--- config.mk ---
export PLATFORM = sky130hd
export DESIGN_NAME = madt_entry_parser
export DESIGN_NICKNAME = d
export VERILOG_FILES = /design/src/rtl/madt_pkg.sv /design/src/rtl/madt_entry_parser.sv
export VERILOG_INCLUDE_DIRS = /design/src /design/src/rtl
export SDC_FILE = /design/constraint.sdc
export NUM_CORES = 2
export LEC_CHECK = 0
export BUFFER_PORTS_ARGS = -buffer_cell sky130_fd_sc_hd__buf_2
export CELL_PAD_IN_SITES_DETAIL_PLACEMENT = 0
export CELL_PAD_IN_SITES_GLOBAL_PLACEMENT = 1
export CORE_MARGIN = 2
export CORE_UTILIZATION = 58
export CTS_BUF_LIST = sky130_fd_sc_hd__clkbuf_8
export DETAILED_ROUTE_END_ITERATION = 7
export GPL_TIMING_DRIVEN = 0
export HOLD_SLACK_MARGIN = 0.06
export PLACE_DENSITY = 0.95
export SLEW_MARGIN = 20
export SYNTH_ARGS = -nofsm -noshare
export SYNTH_HDL_FRONTEND = slang
export SYNTH_SLANG_ARGS = --single-unit
--- constraint.sdc ---
create_clock -name clk -period 29.3 [get_ports clk]
set_input_delay 5.86 -clock clk [delete_from_list [all_inputs] [get_ports clk]]
set_output_delay 5.86 -clock clk [all_outputs]
set_load 0.05 [all_outputs]
--- src/rtl/madt_entry_parser_assert.svh ---
`ifndef MADT_ENTRY_PARSER_ASSERT_SVH
`define MADT_ENTRY_PARSER_ASSERT_SVH
// Assertion helpers used by the MADT entry parser.
`define MADT_ASSERT_IMPL(lbl, ante, cons) \
	lbl: assert property (@(posedge clk) disable iff (!arst_n) (ante) |-> (cons)) \
		else $error("madt assertion failed");
`define MADT_ASSERT_NEXT(lbl, ante, cons) \
	lbl: assert property (@(posedge clk) disable iff (!arst_n) (ante) |=> (cons)) \
		else $error("madt assertion failed");
`endif

--- src/rtl/madt_pkg.sv ---
package madt_pkg;

	localparam int unsigned MaxCpusDef      = 16;
	localparam int unsigned MaxOverridesDef = 16;
	localparam logic [31:0] HdrLen          = 32'd44;

	localparam logic [2:0] KIND_CPU     = 3'd0;
	localparam logic [2:0] KIND_IOAPIC  = 3'd1;
	localparam logic [2:0] KIND_OVR     = 3'd2;
	localparam logic [2:0] KIND_UNKNOWN = 3'd3;
	localparam logic [2:0] KIND_END     = 3'd4;
	localparam logic [2:0] KIND_REMAP   = 3'd5;
	localparam logic [2:0] KIND_MALFORM = 3'd6;

	localparam logic [7:0] REC_CPU    = 8'd0;
	localparam logic [7:0] REC_IOAPIC = 8'd1;
	localparam logic [7:0] REC_OVR    = 8'd2;

	typedef struct packed {
		logic       req_type;
		logic [7:0] table_byte;
		logic       first_byte;
		logic [7:0] irq_number;
	} madt_in_t;

	typedef struct packed {
		logic [2:0]  result_kind;
		logic [3:0]  cpu_slot;
		logic        cpu_accepted;
		logic [7:0]  apic_id;
		logic [31:0] io_apic_address;
		logic [7:0]  override_source;
		logic [31:0] interrupt_number;
		logic [31:0] local_apic_address;
		logic [7:0]  unknown_type;
		logic [4:0]  cpu_total;
		logic        override_dropped;
		logic        last_of_run;
	} madt_out_t;

endpackage

--- src/rtl/madt_entry_parser.sv ---
// MADT entry parser. Bytes of an ACPI MADT table arrive one per transfer on
// in_*; processor, I/O APIC, override, unknown, table end, malformed and
// remap results leave on out_*, and a byte that ends a record and the table
// gives two results. A table byte is captured in ST_IDLE and decoded in
// ST_BYTE, and its results are held in ST_OUT and ST_OUT2. A remap query
// compares one stored override per cycle through a single compare unit and
// stops at the first match or after the last stored one. The block accepts
// no new item until all results of the previous one are taken.
module madt_entry_parser #(
	parameter int unsigned MAX_CPUS      = madt_pkg::MaxCpusDef,
	parameter int unsigned MAX_OVERRIDES = madt_pkg::MaxOverridesDef
) (
	input  logic                clk,
	input  logic                arst_n,
	input  logic                in_valid,
	output logic                in_ready,
	input  madt_pkg::madt_in_t  in_data,
	output logic                out_valid,
	input  logic                out_ready,
	output madt_pkg::madt_out_t out_data
);
	import madt_pkg::*;

	localparam int unsigned CW = $clog2(MAX_CPUS + 1);
	localparam int unsigned OW = $clog2(MAX_OVERRIDES + 1);
	localparam int unsigned IW = (MAX_OVERRIDES > 1) ? $clog2(MAX_OVERRIDES) : 1;

	localparam logic [2:0] ST_IDLE  = 3'd0;
	localparam logic [2:0] ST_BYTE  = 3'd1;
	localparam logic [2:0] ST_WALK  = 3'd2;
	localparam logic [2:0] ST_OUT   = 3'd3;
	localparam logic [2:0] ST_OUT2  = 3'd4;

	logic [2:0]  state_q;
	madt_in_t    req_q;
	logic [31:0] offset_q, size_q, lapic_q, word_q;
	logic [7:0]  pos_q, kind_q, esize_q, id_q;
	logic        stopped_q;
	logic [CW-1:0] cpu_q;
	logic [OW-1:0] ovr_q;
	logic [OW-1:0] walk_q;
	logic [7:0]    src_mem [MAX_OVERRIDES];
	logic [31:0]   tgt_mem [MAX_OVERRIDES];
	logic [7:0]    src_rd_q;
	logic [31:0]   tgt_rd_q;
	logic          rd_ok_q;
	madt_out_t   res_q, res2_q;
	logic        two_q;

	logic [31:0]   b32, o, o_n, tsz_n, lap_n, wrd_n, fwd;
	logic [7:0]    b, fid, pos_n;
	logic          first, active, hdr, malformed, hdr_end, fin, tbl_end;
	logic          st_wr, cpu_take, walk_hit;
	logic [CW-1:0] cpu_n;
	logic [OW-1:0] ovr_n;
	madt_out_t     rec_res, end_res, mal_res, rmp_res;

	assign in_ready  = (state_q == ST_IDLE);
	assign out_valid = (state_q == ST_OUT) || (state_q == ST_OUT2);
	assign out_data  = (state_q == ST_OUT2) ? res2_q : res_q;

	function automatic madt_out_t blank(input logic [2:0] k, input logic [CW-1:0] c);
		madt_out_t f;
		f = '0;
		f.result_kind = k;
		f.cpu_total   = 5'(c);
		return f;
	endfunction

	// Byte decode, evaluated in ST_BYTE from the held request.
	always_comb begin
		b      = req_q.table_byte;
		b32    = {24'd0, b};
		first  = req_q.first_byte;
		active = first || !stopped_q;
		o      = first ? 32'd0 : offset_q;
		o_n    = o + 32'd1;
		hdr    = o < HdrLen;
		tsz_n  = first ? 32'd0 : size_q;
		lap_n  = first ? 32'd0 : lapic_q;
		if (o >= 32'd4 && o < 32'd8)
			tsz_n = tsz_n | (b32 << {o[1:0], 3'b000});
		if (o >= 32'd36 && o < 32'd40)
			lap_n = lap_n | (b32 << {o[1:0], 3'b000});
		wrd_n = word_q;
		if (pos_q >= 8'd4 && pos_q <= 8'd7)
			wrd_n = word_q | (b32 << {pos_q[1:0], 3'b000});
	end

	// Record and table decisions.
	always_comb begin
		malformed = 1'b0;
		hdr_end   = 1'b0;
		fin       = 1'b0;
		fid       = id_q;
		fwd       = wrd_n;
		if (active) begin
			if (hdr) begin
				malformed = (o == 32'd7) && (tsz_n < HdrLen);
				hdr_end   = (o == HdrLen - 32'd1) && (tsz_n == HdrLen);
			end else if (pos_q == 8'd0) begin
				malformed = ({1'b0, o} + 33'd2) > {1'b0, size_q};
			end else if (pos_q == 8'd1) begin
				malformed = (b < 8'd2) ||
				            (({1'b0, o - 32'd1} + {25'd0, b}) > {1'b0, size_q});
				fin = !malformed && (b == 8'd2);
				fid = 8'd0;
				fwd = 32'd0;
			end else begin
				if (pos_q == 8'd3) fid = b;
				fin = ({1'b0, pos_q} + 9'd1) >= {1'b0, esize_q};
			end
		end
		tbl_end  = fin && (o_n == tsz_n);
		cpu_take = cpu_q < CW'(MAX_CPUS);
		st_wr    = fin && kind_q == REC_OVR && ovr_q < OW'(MAX_OVERRIDES);
		cpu_n    = (fin && kind_q == REC_CPU && cpu_take) ? cpu_q + CW'(1) : cpu_q;
		ovr_n    = first ? '0 : (st_wr ? ovr_q + OW'(1) : ovr_q);
		pos_n    = first ? 8'd0 : pos_q;
		if (active && !hdr && !malformed)
			pos_n = fin ? 8'd0 : pos_q + 8'd1;

		unique case (kind_q)
			REC_CPU: begin
				rec_res = blank(KIND_CPU, cpu_n);
				rec_res.apic_id = fid;
				if (cpu_take) begin
					rec_res.cpu_slot = 4'(cpu_q);
					rec_res.cpu_accepted = 1'b1;
				end
			end
			REC_IOAPIC: begin
				rec_res = blank(KIND_IOAPIC, cpu_q);
				rec_res.io_apic_address = fwd;
			end
			REC_OVR: begin
				rec_res = blank(KIND_OVR, cpu_q);
				rec_res.override_source = fid;
				rec_res.interrupt_number = fwd;
				rec_res.override_dropped = !(ovr_q < OW'(MAX_OVERRIDES));
			end
			default: begin
				rec_res = blank(KIND_UNKNOWN, cpu_q);
				rec_res.unknown_type = kind_q;
			end
		endcase
		rec_res.last_of_run = !tbl_end;

		end_res = blank(KIND_END, cpu_n);
		end_res.local_apic_address = lap_n;
		end_res.last_of_run = 1'b1;

		mal_res = blank(KIND_MALFORM, cpu_q);
		mal_res.last_of_run = 1'b1;

		// Compare unit sees the entry read last cycle.
		walk_hit = rd_ok_q && (src_rd_q == req_q.irq_number);
		rmp_res = blank(KIND_REMAP, cpu_q);
		rmp_res.interrupt_number = walk_hit ? tgt_rd_q : {24'd0, req_q.irq_number};
		rmp_res.last_of_run = 1'b1;
	end

	always_ff @(posedge clk) begin
		if (state_q == ST_WALK && walk_q < ovr_q) begin
			src_rd_q <= src_mem[walk_q[IW-1:0]];
			tgt_rd_q <= tgt_mem[walk_q[IW-1:0]];
		end
		if (state_q == ST_BYTE && st_wr) begin
			src_mem[ovr_q[IW-1:0]] <= fid;
			tgt_mem[ovr_q[IW-1:0]] <= fwd;
		end
	end

	always_ff @(posedge clk or negedge arst_n) begin
		if (!arst_n) begin
			state_q   <= ST_IDLE;
			req_q     <= '0;
			offset_q  <= '0;
			size_q    <= '0;
			lapic_q   <= '0;
			pos_q     <= '0;
			kind_q    <= '0;
			esize_q   <= '0;
			id_q      <= '0;
			word_q    <= '0;
			stopped_q <= 1'b1;
			cpu_q     <= '0;
			ovr_q     <= '0;
			walk_q    <= '0;
			rd_ok_q   <= 1'b0;
			res_q     <= '0;
			res2_q    <= '0;
			two_q     <= 1'b0;
		end else begin
			unique case (state_q)
				ST_IDLE: begin
					if (in_valid) begin
						req_q   <= in_data;
						walk_q  <= '0;
						rd_ok_q <= 1'b0;
						state_q <= in_data.req_type ? ST_WALK : ST_BYTE;
					end
				end
				ST_WALK: begin
					if (walk_hit || walk_q >= ovr_q) begin
						res_q   <= rmp_res;
						two_q   <= 1'b0;
						state_q <= ST_OUT;
					end else begin
						rd_ok_q <= 1'b1;
						walk_q  <= walk_q + OW'(1);
					end
				end
				ST_BYTE: begin
					if (active) begin
						stopped_q <= malformed || hdr_end || tbl_end;
						offset_q  <= o_n;
						size_q    <= tsz_n;
						lapic_q   <= lap_n;
					end
					if (active && !hdr && !malformed) begin
						if (pos_q == 8'd0) begin
							kind_q <= b;
							id_q   <= '0;
							word_q <= '0;
						end else begin
							id_q   <= fid;
							word_q <= fwd;
							if (pos_q == 8'd1) esize_q <= b;
						end
					end
					pos_q <= pos_n;
					ovr_q <= ovr_n;
					cpu_q <= cpu_n;
					if (malformed) begin
						res_q   <= mal_res;
						two_q   <= 1'b0;
						state_q <= ST_OUT;
					end else if (hdr_end) begin
						res_q   <= end_res;
						two_q   <= 1'b0;
						state_q <= ST_OUT;
					end else if (fin) begin
						res_q   <= rec_res;
						res2_q  <= end_res;
						two_q   <= tbl_end;
						state_q <= ST_OUT;
					end else begin
						two_q   <= 1'b0;
						state_q <= ST_IDLE;
					end
				end
				ST_OUT: begin
					if (out_ready) state_q <= two_q ? ST_OUT2 : ST_IDLE;
				end
				ST_OUT2: begin
					if (out_ready) state_q <= ST_IDLE;
				end
				default: state_q <= ST_IDLE;
			endcase
		end
	end

	`include "madt_entry_parser_assert.svh"
	`MADT_ASSERT_IMPL(a_no_accept_busy, state_q != ST_IDLE, !in_ready)
	`MADT_ASSERT_IMPL(a_ovr_bound, 1'b1, ovr_q <= OW'(MAX_OVERRIDES))
	`MADT_ASSERT_IMPL(a_cpu_bound, 1'b1, cpu_q <= CW'(MAX_CPUS))
	`MADT_ASSERT_NEXT(a_second_follows, state_q == ST_OUT && out_ready && two_q,
		state_q == ST_OUT2)

endmodule
======== Word level (Yosys, flattened, before mapping) ========
Memory sizes are Yosys's and may differ from the RTL's. A register that Yosys moved wholly into a read port is not among the register bits.
Cells that the tools add are included.
storage, ports and cells
  bits in registers ....................... 371
  RAM bits ................................ 640
  input bits .............................. 22
  logic and storage cells ................. 200
  memories ................................ 2
memories
  name     words  bits a word  read ports  clocked after memory_dff  wr ports  line                     RTL
  tgt_mem  16     32           1           1                         1         madt_entry_parser.sv:43  logic [31:0] tgt_mem [MAX_OVERRIDES];
  src_mem  16     8            1           1                         1         madt_entry_parser.sv:42  logic [7:0] src_mem [MAX_OVERRIDES];
cells by class
  add/subtract/negate cells ............... 9
  order comparisons ....................... 16
  equal/unequal tests ..................... 20
  shift-type cells ........................ 2
  mux-type cells .......................... 65
  bitwise logic cells ..................... 6
  reductions and logical operators ........ 47
operators with widths
  kind                                                                 count
  two-way mux 135 bit                                                  5
  case mux 134 bit (3 select lines)                                    1
  two-way mux 32 bit                                                   12
  case mux 135 bit (2 select lines)                                    1
  less-than comparator 32 x 6 -> 1 bit (second input constant)         3
  bitwise OR 32 bit                                                    3
  two-way mux 8 bit                                                    9
  greater-than comparator 33 x 32 -> 1 bit                             2
  equality test 32 x 6 -> 1 bit (second input constant)                2
  left shift 8 x 5 -> 32 bit                                           2
  adder 32 x 2 -> 33 bit (second input constant)                       1
  adder 32 x 8 -> 33 bit                                               1
  adder 32 x 1 -> 32 bit (second input constant)                       1
  equality test 32 x 3 -> 1 bit (second input constant)                1
  equality test 32 bit                                                 1
  greater-or-equal comparator 32 x 3 -> 1 bit (second input constant)  1
  greater-or-equal comparator 32 x 6 -> 1 bit (second input constant)  1
  less-than comparator 32 x 4 -> 1 bit (second input constant)         1
  subtractor 32 x 1 -> 32 bit (second input constant)                  1
  two-way mux 5 bit                                                    6
  equality test 8 x 2 -> 1 bit (second input constant)                 3
  two-way mux 1 bit                                                    18
  equality test 8 x 1 -> 1 bit (second input constant)                 2
  logical AND 1 bit                                                    16
  other kinds (31)                                                     71

======== Logic depth before layout (Yosys ltp) ========
  depth after elaboration ................. 19
  depth in mapped cells ................... 34
  mapped depth without buffers ............ 26

======== Worst setup path before layout ========
No wires, ideal clock.
  kind .................................... flip-flop to flip-flop
  start point ............................. register req_q (netlist bit first)
  end point ............................... memory src_mem[0][0] (enable)
  library setup time ...................... 0.487 ns
  arrival time ............................ 9.642 ns
  slack ................................... 19.171 ns
  stages on the path, launching flop included .. 32
  buffers on the path ..................... 10
  period minus slack after synthesis ...... 10.129 ns
  cells stage by stage .................... dfrtp_1 > clkbuf_1 > inv_1 > clkbuf_1 > clkbuf_1 > clkbuf_1 > clkbuf_1 > buf_1 > clkbuf_1 > nand2_1 > xor2_1 > ha_1 > o21ai_0 > a21boi_0 > o31ai_1 > and3b_1 > nand4_2 > or4_1 > xor2_1 > ha_1 > a2111oi_0 > o21ai_0 > a211oi_1 > a31oi_1 > inv_1 > o311a_1 > buf_2 > o2111a_1 > clkbuf_1 > buf_2 > nand3_1 > nor3_1
on the way
  longest elaborated chain between the ends .. 16
ends and longest elaborated chain
  item                                       line                      RTL
  start: declaration                         madt_entry_parser.sv:35   madt_in_t req_q;
  start signal: assignment                   madt_entry_parser.sv:198  req_q <= in_data;
  two-way mux 32 bit                         madt_entry_parser.sv:76   o = first ? 32'd0 : offset_q;
  subtractor 32 x 1 -> 32 bit                madt_entry_parser.sv:105  (({1'b0, o - 32'd1} + {25'd0, b}) > {1'b0, size_q});
  adder 32 x 8 -> 33 bit                     madt_entry_parser.sv:105
  greater-than comparator 33 x 32 -> 1 bit   madt_entry_parser.sv:105
  logical OR 1 bit                           madt_entry_parser.sv:104  malformed = (b < 8'd2) ||
  zero test 1 bit                            madt_entry_parser.sv:106  fin = !malformed && (b == 8'd2);
  logical AND 1 bit                          madt_entry_parser.sv:106
  two-way mux 1 bit                          madt_entry_parser.sv:103  end else if (pos_q == 8'd1) begin
  two-way mux 1 bit                          madt_entry_parser.sv:101  end else if (pos_q == 8'd0) begin
  two-way mux 1 bit                          madt_entry_parser.sv:98   if (hdr) begin
  two-way mux 1 bit *                        madt_entry_parser.sv:97   if (active) begin
  logical AND 1 bit * (2 in a row)           madt_entry_parser.sv:116  st_wr = fin && kind_q == REC_OVR && ovr_q < OW'(MAX_OVERRIDES);
  logical AND 1 bit *                        madt_entry_parser.sv:168  if (state_q == ST_BYTE && st_wr) begin
  two-way mux 1 bit *                        madt_entry_parser.sv:168
  two-way mux 1 bit (not written as such) *  madt_entry_parser.sv:169  src_mem[ovr_q[IW-1:0]] <= fid;
  end: declaration                           madt_entry_parser.sv:42
Every way passes the cells marked *; elsewhere a longest branch is shown, timed or not.

======== Worst setup path after layout ========
  start point ............................. register req_q (netlist bit first)
  end point ............................... memory tgt_mem[1][25] (enable)
on the way
  longest elaborated chain between the ends .. 16
ends and longest elaborated chain
  item                                       line                      RTL
  two-way mux 32 bit                         madt_entry_parser.sv:76
  subtractor 32 x 1 -> 32 bit                madt_entry_parser.sv:105
  adder 32 x 8 -> 33 bit                     madt_entry_parser.sv:105
  greater-than comparator 33 x 32 -> 1 bit   madt_entry_parser.sv:105
  logical OR 1 bit                           madt_entry_parser.sv:104
  zero test 1 bit                            madt_entry_parser.sv:106
  logical AND 1 bit                          madt_entry_parser.sv:106
  two-way mux 1 bit                          madt_entry_parser.sv:103
  two-way mux 1 bit                          madt_entry_parser.sv:101
  two-way mux 1 bit                          madt_entry_parser.sv:98
  two-way mux 1 bit *                        madt_entry_parser.sv:97
  logical AND 1 bit * (2 in a row)           madt_entry_parser.sv:116
  logical AND 1 bit *                        madt_entry_parser.sv:168
  two-way mux 1 bit *                        madt_entry_parser.sv:168
  two-way mux 1 bit (not written as such) *  madt_entry_parser.sv:170  tgt_mem[ovr_q[IW-1:0]] <= fwd;
  end: declaration                           madt_entry_parser.sv:43
Marks and branches as above.

==> reports/qor.txt <==
LOGIC SYNTHESIS
---------------------------------------------------------------------------------
Top FF cell, synth                                                   sky130_fd_sc_hd__edfxtp_1
Warnings from Yosys                                                             0
Largest area contributor in the netlist                              sky130_fd_sc_hd__edfxtp_1
Mean post-synth cell area                                             13.40 sq um
Area contributors post-synth                                         sky130_fd_sc_hd__edfxtp_1, sky130_fd_sc_hd__dfrtp_1, sky130_fd_sc_hd__mux4_2, sky130_fd_sc_hd__nand2_1, sky130_fd_sc_hd__ha_1
Flops & latches, synth                                                       1051
Instance count of the mapped netlist                                         3589
Async SR Flop Fraction                                                     35.30%
EDFF count, synth                                                             680
Synth unique cells                                                             91
Fraction of the yosys area taken by sequential cells                       61.75%
Post-Synthesis Cell Area                                             0.04811 sq mm
Net count of the mapped netlist                                              3711
Post-synth top area share                                                  42.45%

STA
---------------------------------------------------------------------------------
Max Fclk                                                                72.94 MHz
Final number of max-transition violations                                       0
Final setup fails                                                               0
Slew HR                                                                    12.10%
Crit path time final                                                     13710 ps
TNS Setup                                                                    0 ps
Pin slew with the least headroom to its limit                             1318 ps
Setup repair after global routing missed its margin                         false
Final clock skew                                                         64.47 ps
Fin. Hold Viols                                                                 0
Final hold slack                                                         471.9 ps
Share of the clock period used by the worst path after layout              46.79%

CLOCK NETWORK
---------------------------------------------------------------------------------
Number of clock buffers inserted by TritonCTS                                 163
Clock tree from TritonCTS                                                   built
Source-to-sink clock delay at the later pin of the worst-skew pair         890 ps
Root Buffer                                                          sky130_fd_sc_hd__clkbuf_8
# clock sinks                                                                1051
Post-CTS sizing                                                                 0
Number of buffers on the longest clock path                                     3
Number of H-tree levels                                                         4
Post-CTS setup-driven buffer insertion count                                    0
CTS hold repair buffers                                                         0
Clock slew at reported path FFs                                             60 ps

ROUTE
---------------------------------------------------------------------------------
Detailed-route via count                                                    35670
DR DRC count                                                                    0
ANT nets after route                                                            0
Met3 wire length                                                         20840 um
Uppermost layer routed                                                       met5
Sum of routed wire segments on met1                                      55170 um
Initial DRT Pass Iterations                                                     6
Detailed-routed wire length on met2                                      74300 um
Vias per std cell                                                           6.889
Drt total wl                                                            162700 um
Final routed wire length divided by cell count                           31.42 um
Initial detailed-routing violation count                                     4997

LAYOUT
---------------------------------------------------------------------------------
Final Non-Filler Cells                                                       5178
Commonest non-fill, non-tap cells in the layout                      sky130_fd_sc_hd__edfxtp_1, sky130_fd_sc_hd__dfrtp_1, sky130_fd_sc_hd__nand2_1
Fraction of final layout cells with drive strength greater than 1          19.63%
Most common cell after layout, fill and taps aside                   sky130_fd_sc_hd__edfxtp_1
Area growth syn-to-layout                                                  14.10%
Final instance area                                                  0.05489 sq mm
Final Net Count                                                              4089

POWER AND IR DROP
---------------------------------------------------------------------------------
Final total power                                                        4.190 mW
Power density over cell area                                         76.34 mW/mm^2
Worst vdd ir                                                             50.46 uV
Leakage power summed over all cells                                      19.01 nW

CRITICAL PATH
---------------------------------------------------------------------------------
Data arrival time at the worst-slack endpoint                            14240 ps
Flop2flop setup slack                                                    15590 ps
R2R Path End                                                         tgt_mem[1][25]
Cell with the largest stage delay on the worst path                  sky130_fd_sc_hd__nor4_1
Max FO, Critical Path                                                          10
CP startpoint kind                                                           flop
Type of the worst setup path                                         flop to flop
Cell mode on critical path                                           sky130_fd_sc_hd__clkbuf_1
Reg-to-reg critical path startpoint                                         first
Endpoint required time on the critical path                              29830 ps
Buffers and inverters on the worst path                                        16
Endpoint type of the worst setup path                                        flop
Cell count of the worst reg-to-reg path                                        36
Cell class contributing the biggest share of worst-path delay        buffers and inverters
Delay of the slowest cell on the worst path                                960 ps

GRT
---------------------------------------------------------------------------------
Maximum number of pins on one net before global-route repair                   89
Global-route wire length before repair                                  235300 um
Global-route congestion overflow total                                          0
Number of antenna violations at the first check in global routing               4
Vias in the first global route                                              35430
Total Routing Usage GR                                                     38.14%

FLOORPLAN
---------------------------------------------------------------------------------
Core Box Area                                                        0.08211 sq mm
Overall die area                                                     0.08526 sq mm
Number of standard-cell rows in the floorplan                                 105
Width of the die                                                           292 um
Die outline height                                                         292 um
Effective utilization at floorplan                                         58.59%
Top-Level Pins                                                                159

RUN
---------------------------------------------------------------------------------
MaxCap Viol Count                                                               0

PLACEMENT
---------------------------------------------------------------------------------
Final GP Congestion                                                         1.043
Post-place instance area                                             0.05145 sq mm
Number of buffer cells added on primary ports                                 158
Cells after DPL                                                              4872
DPL Wire Length                                                         111000 um

MIN PATH
---------------------------------------------------------------------------------
End of the worst hold path                                              res2_q[0]
Path category of the worst min-delay check                           flop to flop
WHS Path Cells                                                                  1
Start point of the worst hold path                                      res2_q[0]

STATUS
---------------------------------------------------------------------------------
Run status                                                           complete, no violations

worst register-to-register path: cells and delay by family, from the launching register on:
kind | cells | cell delay, ps
buffers and inverters | 16 | 6490
AND/OR/NAND/NOR | 10 | 4160
AO/OA/AOI/OAI | 7 | 1470
adder cells (fa/ha/maj) | 2 | 640
flip-flops | 1 | 400
XOR/XNOR | 1 | 210
logic make-up after synthesis:
kind of cell / after synthesis / synth area share (%)
simple gates: 1017 / 10.24
compound gates: 684 / 9.412
xor+xnor: 120 / 2.185
fa+ha+maj: 100 / 2.616
mux: 273 / 11.00
buf+inv: 344 / 2.799
flops: 1051 / 61.75
power by group:
group,internal [mW],switching [mW]
clock network,0.643,0.626
registers,1.60,0.0370
logic,0.373,0.913
total,2.62,1.58
final cells by class:
cell class / count / area [sq um]
fillers: 5597 / 27220
clock buffers: 184 / 2532
plain buffers: 245 / 983.4
repair buffers: 213 / 1823
flip-flops and latches: 1051 / 29700
diodes: 2 / 5.005
multi-input cells: 2194 / 17310
well taps: 1070 / 1339
inverters: 99 / 371.6
clock inverters: 120 / 825.8
stage by stage:
stage	setup WS [ps]	util [%]
after floorplan	19170	-
after global routing	15760	66.85
final	15590	66.85
after detailed placement	16590	62.66
after CTS	16440	66.75
after global placement	12480	61.18
per-layer routing:
metal  track usage (%)  vias to the layer above
met3             10.86                      780
met2             58.68                     3065
met1             47.52                    17420
met4             25.19                        4
met5                 0                        -
li1                  -                    14400
flip-flops by register name (all words and copies together) (netlist names), 32 cells and up:
signal,cells
res2_q,38
word_q,32
size_q,32
lapic_q,32
res_q,135
offset_q,32
tgt_rd_q,32
tgt_mem,512
src_mem,128
synth_stat cells (all sizes together) (36+ instances only):
library cell  instances
clkbuf              188
mux4                200
buf                  57
and2                 85
nor2                235
nor3                 73
xor2                 41
nand3                80
mux2                 46
xnor2                79
edfxtp              680
ha                   99
a22oi                68
o21ai               210
nand4                43
dfrtp               370
nor4                 38
inv                  98
a21oi               109
a22o                 62
nand2               331
a31oi                53
o2bb2ai              36
worst max path at each step:
stage	start	endpoint	depth (start not counted)
final	first	tgt_mem[1][25]	36
after global routing	first	tgt_mem[1][25]	36
after CTS	first	tgt_mem[1][25]	34
after detailed placement	first	tgt_mem[0][17]	34
after global placement	first	tgt_mem[2][20]	31
after floorplan	first	src_mem[0][0]	31
(Power assumes the default switching activity.)
